## src/sv/dmt_pkg.sv

```systemverilog
// ----------------------------------------------------------------------------
// dmt_pkg
// Shared types and constants for the direct-mapped translation buffer.
// ----------------------------------------------------------------------------
package dmt_pkg;

    // Field widths
    localparam int VA_W    = 32;
    localparam int VPN_W   = 20;
    localparam int FRAME_W = 20;
    localparam int SHIFT_W = 5;
    localparam int CNT_W   = 32;

    // Request actions
    localparam logic [1:0] ACT_LOOKUP = 2'd0;
    localparam logic [1:0] ACT_FILL   = 2'd1;
    localparam logic [1:0] ACT_INVAL  = 2'd2;

    // Page shift limits and reset value
    localparam logic [SHIFT_W-1:0] SHIFT_MIN   = 5'd12;
    localparam logic [SHIFT_W-1:0] SHIFT_MAX   = 5'd30;
    localparam logic [SHIFT_W-1:0] SHIFT_RESET = 5'd12;

    // One stored translation entry
    typedef struct packed {
        logic               valid;
        logic [VPN_W-1:0]   tag;
        logic [FRAME_W-1:0] frame;
    } entry_t;

endpackage

```

## src/sv/direct_mapped_tlb.sv

```systemverilog
// ----------------------------------------------------------------------------
// direct_mapped_tlb
// Direct-mapped translation buffer with configurable page size.
// ----------------------------------------------------------------------------
// Usage:
//   Requests enter on in_valid/in_ready with action, virtual_address and
//   frame_number. Each request gives exactly one result on out_valid/
//   out_ready: hit, physical_address and the hit and miss totals.
//   A request passes from acceptance to result through ST_MUL1 and ST_MUL2,
//   the reciprocal multiply that forms the entry index, ST_READ, the
//   memory read, and ST_WB, in which the read data arrives, the entry is
//   written back and the output register loads. One request is in flight
//   at a time, so the next request is accepted only after the last one's
//   write-back, once the block is idle again.
//   cfg_we writes cfg_wdata into the page shift register;
//   write it only while no request is in flight.
//   After reset the block sweeps the entry memory, clearing one entry a
//   cycle until every entry is cleared; in_ready stays low during the sweep.
//   When the receiver stalls, the result holds in the output register; a
//   new request is still accepted and waits at write-back until the
//   result is taken.
// ----------------------------------------------------------------------------
module direct_mapped_tlb #(
    parameter int TLB_DEPTH = 64
) (
    input  logic                        clk,
    input  logic                        rst_n,
    input  logic                        cfg_we,
    input  logic [dmt_pkg::SHIFT_W-1:0] cfg_wdata,
    input  logic                        in_valid,
    output logic                        in_ready,
    input  logic [1:0]                  action,
    input  logic [dmt_pkg::VA_W-1:0]    virtual_address,
    input  logic [dmt_pkg::FRAME_W-1:0] frame_number,
    output logic                        out_valid,
    input  logic                        out_ready,
    output logic                        hit,
    output logic [dmt_pkg::VA_W-1:0]    physical_address,
    output logic [dmt_pkg::CNT_W-1:0]   hit_total,
    output logic [dmt_pkg::CNT_W-1:0]   miss_total
);
    import dmt_pkg::*;

    localparam int IDX_W = (TLB_DEPTH > 1) ? $clog2(TLB_DEPTH) : 1;

    localparam logic [2:0] ST_CLEAR = 3'd0;
    localparam logic [2:0] ST_IDLE  = 3'd1;
    localparam logic [2:0] ST_MUL1  = 3'd2;
    localparam logic [2:0] ST_MUL2  = 3'd3;
    localparam logic [2:0] ST_READ  = 3'd4;
    localparam logic [2:0] ST_WB    = 3'd5;

    logic [2:0]         state_reg, state_next;
    logic [IDX_W-1:0]   clr_cnt_reg;
    logic [SHIFT_W-1:0] offset_bits_reg;
    logic [CNT_W-1:0]   hit_cnt_reg, miss_cnt_reg;
    logic               out_valid_reg;

    logic [1:0]         action_reg;
    logic [VPN_W-1:0]   vpn_reg;
    logic [FRAME_W-1:0] frame_reg;
    logic [SHIFT_W-1:0] shift_reg;
    logic [VA_W-1:0]    offset_reg;
    logic               hit_reg;
    logic [VA_W-1:0]    pa_reg;

    logic [SHIFT_W-1:0] shift;
    logic               in_fire;
    logic               wb_fire;
    logic               entry_hit;
    logic [IDX_W-1:0]   idx;
    logic               mem_we;
    logic [IDX_W-1:0]   mem_waddr;
    entry_t             mem_wdata;
    entry_t             mem_rdata;

    assign in_ready  = (state_reg == ST_IDLE);
    assign in_fire   = in_valid && in_ready;
    assign wb_fire   = (state_reg == ST_WB) && (!out_valid_reg || out_ready);
    assign entry_hit = mem_rdata.valid && (mem_rdata.tag == vpn_reg);

    // Clamp page shift to its legal range
    always_comb
    begin
        shift = offset_bits_reg;
        if (shift < SHIFT_MIN)
        begin
            shift = SHIFT_MIN;
        end
        else if (shift > SHIFT_MAX)
        begin
            shift = SHIFT_MAX;
        end
    end

    // Index unit and entry memory
    dmt_index #(.TLB_DEPTH(TLB_DEPTH)) u_index (
        .clk (clk),
        .vpn (vpn_reg),
        .idx (idx)
    );

    dmt_mem #(.TLB_DEPTH(TLB_DEPTH)) u_mem (
        .clk   (clk),
        .we    (mem_we),
        .waddr (mem_waddr),
        .wdata (mem_wdata),
        .raddr (idx),
        .rdata (mem_rdata)
    );

    // Sequencer
    always_comb
    begin
        state_next = state_reg;
        unique case (state_reg)
            ST_CLEAR:
            begin
                if (clr_cnt_reg == IDX_W'(TLB_DEPTH - 1))
                begin
                    state_next = ST_IDLE;
                end
            end
            ST_IDLE:
            begin
                if (in_fire)
                begin
                    state_next = ST_MUL1;
                end
            end
            ST_MUL1:  state_next = ST_MUL2;
            ST_MUL2:  state_next = ST_READ;
            ST_READ:  state_next = ST_WB;
            ST_WB:
            begin
                if (wb_fire)
                begin
                    state_next = ST_IDLE;
                end
            end
            default:  state_next = ST_CLEAR;
        endcase
    end

    // Memory write: clearing sweep, fill, or invalidate on tag match
    always_comb
    begin
        mem_we    = 1'b0;
        mem_waddr = idx;
        mem_wdata = mem_rdata;
        if (state_reg == ST_CLEAR)
        begin
            mem_we    = 1'b1;
            mem_waddr = clr_cnt_reg;
            mem_wdata = '0;
        end
        else if (wb_fire)
        begin
            unique case (action_reg)
                ACT_FILL:
                begin
                    mem_we          = 1'b1;
                    mem_wdata.valid = 1'b1;
                    mem_wdata.tag   = vpn_reg;
                    mem_wdata.frame = frame_reg;
                end
                ACT_INVAL:
                begin
                    mem_we          = entry_hit;
                    mem_wdata.valid = 1'b0;
                end
                default:
                begin
                    mem_we = 1'b0;
                end
            endcase
        end
    end

    // Control registers
    always_ff @(posedge clk or negedge rst_n)
    begin
        if (!rst_n)
        begin
            state_reg       <= ST_CLEAR;
            clr_cnt_reg     <= '0;
            offset_bits_reg <= SHIFT_RESET;
            hit_cnt_reg     <= '0;
            miss_cnt_reg    <= '0;
            out_valid_reg   <= 1'b0;
        end
        else
        begin
            state_reg <= state_next;
            if (state_reg == ST_CLEAR)
            begin
                clr_cnt_reg <= clr_cnt_reg + IDX_W'(1);
            end
            if (cfg_we)
            begin
                offset_bits_reg <= cfg_wdata;
            end
            // Saturating counters, lookups only
            if (wb_fire && (action_reg == ACT_LOOKUP))
            begin
                if (entry_hit)
                begin
                    hit_cnt_reg <= hit_cnt_reg + CNT_W'(hit_cnt_reg != '1);
                end
                else
                begin
                    miss_cnt_reg <= miss_cnt_reg + CNT_W'(miss_cnt_reg != '1);
                end
            end
            if (wb_fire)
            begin
                out_valid_reg <= 1'b1;
            end
            else if (out_ready)
            begin
                out_valid_reg <= 1'b0;
            end
        end
    end

    // Request and result payload
    always_ff @(posedge clk)
    begin
        if (in_fire)
        begin
            action_reg <= action;
            vpn_reg    <= VPN_W'(virtual_address >> shift);
            offset_reg <= virtual_address & ((VA_W'(1) << shift) - VA_W'(1));
            frame_reg  <= frame_number;
            shift_reg  <= shift;
        end
        if (wb_fire)
        begin
            if ((action_reg == ACT_LOOKUP) && entry_hit)
            begin
                hit_reg <= 1'b1;
                pa_reg  <= (VA_W'(mem_rdata.frame) << shift_reg) + offset_reg;
            end
            else
            begin
                hit_reg <= 1'b0;
                pa_reg  <= '0;
            end
        end
    end

    // Counters change only when a new result loads, so they track it
    assign out_valid        = out_valid_reg;
    assign hit              = hit_reg;
    assign physical_address = pa_reg;
    assign hit_total        = hit_cnt_reg;
    assign miss_total       = miss_cnt_reg;

`ifndef ASSERT_OFF
    // No request taken during the clearing sweep
    a_no_accept_clear: assert property (@(posedge clk) disable iff (!rst_n)
        (state_reg == ST_CLEAR) |-> !in_ready)
        else $error("request accepted during clearing sweep");

    // Index unit stays within the memory
    a_idx_range: assert property (@(posedge clk) disable iff (!rst_n)
        (state_reg == ST_READ) |-> (32'(idx) < TLB_DEPTH))
        else $error("entry index out of range");

    // Memory written only by the sweep or at write-back
    a_we_state: assert property (@(posedge clk) disable iff (!rst_n)
        mem_we |-> ((state_reg == ST_CLEAR) || (state_reg == ST_WB)))
        else $error("memory write outside sweep or write-back");

    // Counters never decrease
    a_cnt_mono: assert property (@(posedge clk) disable iff (!rst_n)
        ##1 ((hit_cnt_reg >= $past(hit_cnt_reg)) && (miss_cnt_reg >= $past(miss_cnt_reg))))
        else $error("hit or miss counter decreased");

    // A reported hit has been counted
    a_hit_counted: assert property (@(posedge clk) disable iff (!rst_n)
        (out_valid_reg && hit_reg) |-> (hit_cnt_reg != '0))
        else $error("hit reported with zero hit count");
`endif

endmodule

```

## src/sv/dmt_index.sv

```systemverilog
// ----------------------------------------------------------------------------
// dmt_index
// Page number modulo depth by reciprocal multiplication: two registered
// multiplies (prod_reg, qd_reg), then one compare and subtract; input held.
// ----------------------------------------------------------------------------
module dmt_index #(
    parameter int TLB_DEPTH = 64,
    localparam int IDX_W = (TLB_DEPTH > 1) ? $clog2(TLB_DEPTH) : 1
) (
    input  logic                      clk,
    input  logic [dmt_pkg::VPN_W-1:0] vpn,
    output logic [IDX_W-1:0]          idx
);
    import dmt_pkg::*;

    localparam int PROD_W = VPN_W + 32;
    localparam int DEP_W  = $clog2(TLB_DEPTH + 1);
    localparam logic [31:0] RECIP = 32'((64'd1 << 32) / TLB_DEPTH);
    localparam logic [VPN_W-1:0] DEPTH_V = VPN_W'(TLB_DEPTH);

    logic [PROD_W-1:0]        prod_reg;
    logic [VPN_W-1:0]         qd_reg;
    logic [VPN_W+DEP_W-1:0]   qd_full;
    logic [VPN_W-1:0]         rem;

    // Quotient estimate is exact or one low
    assign qd_full = (VPN_W+DEP_W)'(prod_reg[PROD_W-1:32]) * (VPN_W+DEP_W)'(TLB_DEPTH);

    always_ff @(posedge clk)
    begin
        prod_reg <= PROD_W'(vpn) * PROD_W'(RECIP);
        qd_reg   <= qd_full[VPN_W-1:0];
    end

    // Remainder below twice the depth: one correction step
    always_comb
    begin
        rem = vpn - qd_reg;
        if (rem >= DEPTH_V)
        begin
            rem = rem - DEPTH_V;
        end
        idx = rem[IDX_W-1:0];
    end

endmodule

```

## src/sv/dmt_mem.sv

```systemverilog
// ----------------------------------------------------------------------------
// dmt_mem
// Entry store: one write port, one read port, registered read data.
// ----------------------------------------------------------------------------
module dmt_mem #(
    parameter int TLB_DEPTH = 64,
    localparam int IDX_W = (TLB_DEPTH > 1) ? $clog2(TLB_DEPTH) : 1
) (
    input  logic             clk,
    input  logic             we,
    input  logic [IDX_W-1:0] waddr,
    input  dmt_pkg::entry_t  wdata,
    input  logic [IDX_W-1:0] raddr,
    output dmt_pkg::entry_t  rdata
);
    import dmt_pkg::*;

    entry_t mem [TLB_DEPTH];

    // Write port
    always_ff @(posedge clk)
    begin
        if (we)
        begin
            mem[waddr] <= wdata;
        end
    end

    // Read port
    always_ff @(posedge clk)
    begin
        rdata <= mem[raddr];
    end

endmodule

```

## config.mk

```make
export PLATFORM = sky130hd
export DESIGN_NAME = direct_mapped_tlb
export DESIGN_NICKNAME = d
export VERILOG_FILES = /design/src/sv/dmt_pkg.sv /design/src/sv/direct_mapped_tlb.sv /design/src/sv/dmt_index.sv /design/src/sv/dmt_mem.sv
export SDC_FILE = /design/constraint.sdc
export NUM_CORES = 2
export LEC_CHECK = 0
export BUFFER_PORTS_ARGS = -buffer_cell sky130_fd_sc_hd__buf_2
export CELL_PAD_IN_SITES_DETAIL_PLACEMENT = 1
export CELL_PAD_IN_SITES_GLOBAL_PLACEMENT = 2
export CORE_MARGIN = 1
export CORE_UTILIZATION = 50
export CTS_CLUSTER_SIZE = 10
export DETAILED_ROUTE_END_ITERATION = 16
export GPL_ROUTABILITY_DRIVEN = 0
export PLACE_DENSITY = 0.82
export RECOVER_POWER = 100
export SLEW_MARGIN = 25
export SYNTH_ARGS = -nofsm -noshare
export SYNTH_HDL_FRONTEND = slang
export SYNTH_HIERARCHICAL = 1
export SYNTH_SLANG_ARGS = --single-unit
```

## constraint.sdc

```tcl
create_clock -name clk -period 7.9 [get_ports clk]
set_clock_uncertainty 0.1 [all_clocks]
set_input_delay 0 -clock clk [delete_from_list [all_inputs] [get_ports clk]]
set_output_delay 0 -clock clk [all_outputs]
set_load 0.005 [all_outputs]
```

==> summary.md <==
| Metric | Value |
|---|---|
| Hold EP | `vpn_reg[19]` |
| Largest net degree at the start of global routing | `118` |
| Post-DP HPWL | `198 mm` |
| Starting Density | `0.504` |
| RSZ-0062 raised after global routing | `no` |
| Die ar. | `226,000 um^2` |
| P_leak | `0.0411 uW` |
| Mapped Area | `112,000 um^2` |
| Post-synthesis cell count | `5,463` |
| Worst Path Buf+Inv | `2` |
| Biggest regs | `u_mem/mem: 2624 flops, u_mem/rdata: 41 flops` |
| Die height | `475 um` |
| Antenna Nets Post-Route | `0` |
| FFs w/ async S/R, synth | `0.0277` |
| Leading cell type in the layout, fill and taps excluded | `edfxtp_1` |
| Buffers on Ports | `162` |
| Fin. Hold Viols | `0` |
| Routed vias | `60,200` |
| Post-Route WL | `335 mm` |
| Hold depth | `4` |
| Max-slew headroom | `-2.06` |
| Actual slew at the worst max-slew pin | `4.59 ns` |
| PostCTS Resize Cnt | `0` |
| Critical path type | `reg2reg` |
| Overall die width | `475 um` |
| Violated checks | `max-capacitance violations, max-slew violations` |
| CTS max path bufs | `4` |
| Root buffer cell | `clkbuf_16` |
| Fill count | `19,000` |
| Per-cell routed wire length | `36.8 um` |
| Outcome | `finished, violations left` |
| EDFF count, synth | `2,736` |
| Yosys Warn Count | `6` |
| Layout cells sized above 1 | `0.226` |
| Layout Area Growth over Synthesis | `13.9%` |
| Reg with most FFs | `u_mem/mem` |
| Critical Path RT | `7.95 ns` |
| Sink Count | `2,856` |
| Core area | `223,000 um^2` |
| Seq/Total Area, Yosys | `0.758` |
| Yosys reg bits | `2,856` |
| R2R depth | `7` |
| Vias in the first global route | `62,100` |
| Critical R2R Launch | `state_reg[1]` |
| Fmax | `146 MHz` |
| Number of DRC markers in iteration 0 | `9,159` |
| WP data arrival | `6.93 ns` |
| Row Count | `173` |
| Dominant synthesized flop cell | `edfxtp_1` |
| Clock-pin slew on the worst setup and hold paths | `0.06 ns` |
| Startpoint Class | `flip-flop` |
| Worst-path fanout max | `64` |
| HP Class | `in2reg` |
| Max-cap violation count | `58` |
| Max reg flops | `2,624` |
| Highest cell delay on the worst timing path | `2.75 ns` |
| Crit path max-delay family | `buffers and inverters` |
| Initial antenna violation count | `19` |
| Fin nets | `6,096` |
| Grt total ovfl | `0` |
| Pwr Density | `352 nW/um^2` |
| Final setup violation count | `0` |
| DR vias/cell | `6.62` |
| Commonest non-fill, non-tap cells in the layout | `edfxtp_1 (2,736), mux4_2 (663), clkbuf_16 (346)` |
| H-tree levels | `5` |
| Global-route wire length before repair | `469 mm` |
| Num CTS Buffers | `341` |
| Clk_lat worst skew | `0.96 ns` |
| Register area | `85,000 um^2` |
| Top-Level Pins | `163` |
| Most used cell, CP | `nand2_1` |
| Reg-to-reg setup timing slack | `1.03 ns` |
| Gr usage total | `0.297` |
| CTS tree | `done` |
| Hold buffers post-CTS | `131` |
| CP Capture Type | `flip-flop` |
| Postcts setup bufs | `0` |
| Final worst path period share | `0.870` |
| Worst vdd ir | `0.328 mV` |
| HP Start | `virtual_address[31]` |
| Multi-input gate area | `26,100 um^2` |
| Post-synthesis cell type count | `81` |
| DRC errors left | `0` |
| Sequence of cells on the critical path | `and2b_1 -> and3_2 -> buf_4 -> nand2_1 -> nand2_1 -> a21oi_4 -> clkbuf_1` |
| TritonRoute pass-1 iters | `6` |
| Fin. max-slew vios | `2,291` |
| CP max-delay cell | `clkbuf_1` |
| Final core utilization | `0.574` |
| Setup TNS | `0 ns` |
| R2R Path End | `u_mem/mem[11][22]` |
| Tmin final | `6.87 ns` |
| Mapped Avg Cell Area | `20.5 um^2` |
==> worst min-delay path: stages <==
cell,delay [ns]
dlygate4sd3_1,0.53
buf_2,0.17
a22oi_1,0.17
nor2_1,0.15
==> cell families (layout without fill, tap and decap cells) <==
kind of cell / Yosys count / in the layout / share of synthesized area
AOI/OAI and AO/OA: 637 / 637 / 0.0394
xor gates and xnor gates: 112 / 112 / 0.00875
adders and majority gates: 41 / 41 / 0.00464
buffers and inverters: 347 / 997 / 0.0157
DFF: 2856 / 2856 / 0.758
muxes: 796 / 796 / 0.145
other: 2 / 10 / 0.0000670
and+or+nand+nor: 672 / 672 / 0.0281
==> layer usage <==
layer	vias to the layer above	track usage	wire, um
li1	23700	-	-
met1	31800	0.399	123000
met2	3967	0.464	157000
met3	752	0.0757	38700
met4	10	0.128	16600
met5	-	0	69
==> final cells by class <==
| type | count | share of cell area |
|---|---|---|
| Clock inverter | 16 | 0.00123 |
| Sequential cell | 2856 | 0.665 |
| Antenna cell | 7 | 0.000137 |
| Multi-Input combinational cell | 2261 | 0.204 |
| Inverter | 35 | 0.00103 |
| Tap cell | 2975 | 0.0292 |
| Clock buffer | 450 | 0.0711 |
| Timing Repair Buffer | 496 | 0.0274 |
==> metrics by stage <==
step	hold slack (ns)	cells	setup WS, ns	cell area (um^2)	total power, uW
floorplan	-0.396	5464	2.41	112000	26000
global placement	0.0779	8471	2.61	118000	30600
detailed placement	0.0309	8487	2.47	118000	31200
CTS	0.0241	9084	2.30	129000	44800
global route	0.126	9091	0.990	128000	45800
finish	0.0965	9096	1.03	128000	44900
==> where the power goes <==
group | switching (uW) | total, uW | internal, uW
Combinational | 7730 | 10300 | 2520
Clock | 5710 | 13700 | 7960
Sequential | 556 | 20900 | 20400
Total | 14000 | 44900 | 30900
==> cells in the mapped netlist, types with 71 or more instances <==
master | count | share of area
mux2i_1 | 99 | 0.0088
dfrtp_1 | 77 | 0.017
a221oi_1 | 74 | 0.0058
a21oi_1 | 150 | 0.0067
nor2_1 | 220 | 0.0074
a22o_1 | 71 | 0.0055
mux4_2 | 663 | 0.13
edfxtp_1 | 2736 | 0.73
clkbuf_1 | 134 | 0.0045
buf_2 | 79 | 0.0035
o22ai_1 | 113 | 0.0063
nand2_1 | 199 | 0.0067
==> worst max-delay path by stage <==
stage	from	end	cells past startpoint
final	state_reg[1]	u_mem/mem[11][22]	7
after global routing	state_reg[0]	u_mem/mem[30][27]	8
after CTS	vpn_reg[2]	u_mem/mem[46][39]	10
after detailed placement	vpn_reg[2]	u_mem/mem[46][13]	10
after global placement	state_reg[0]	u_mem/mem[6][37]	8
after floorplan	state_reg[1]	u_mem/mem[48][0]	8
No activity file was read; power rests on OpenSTA's default activity.
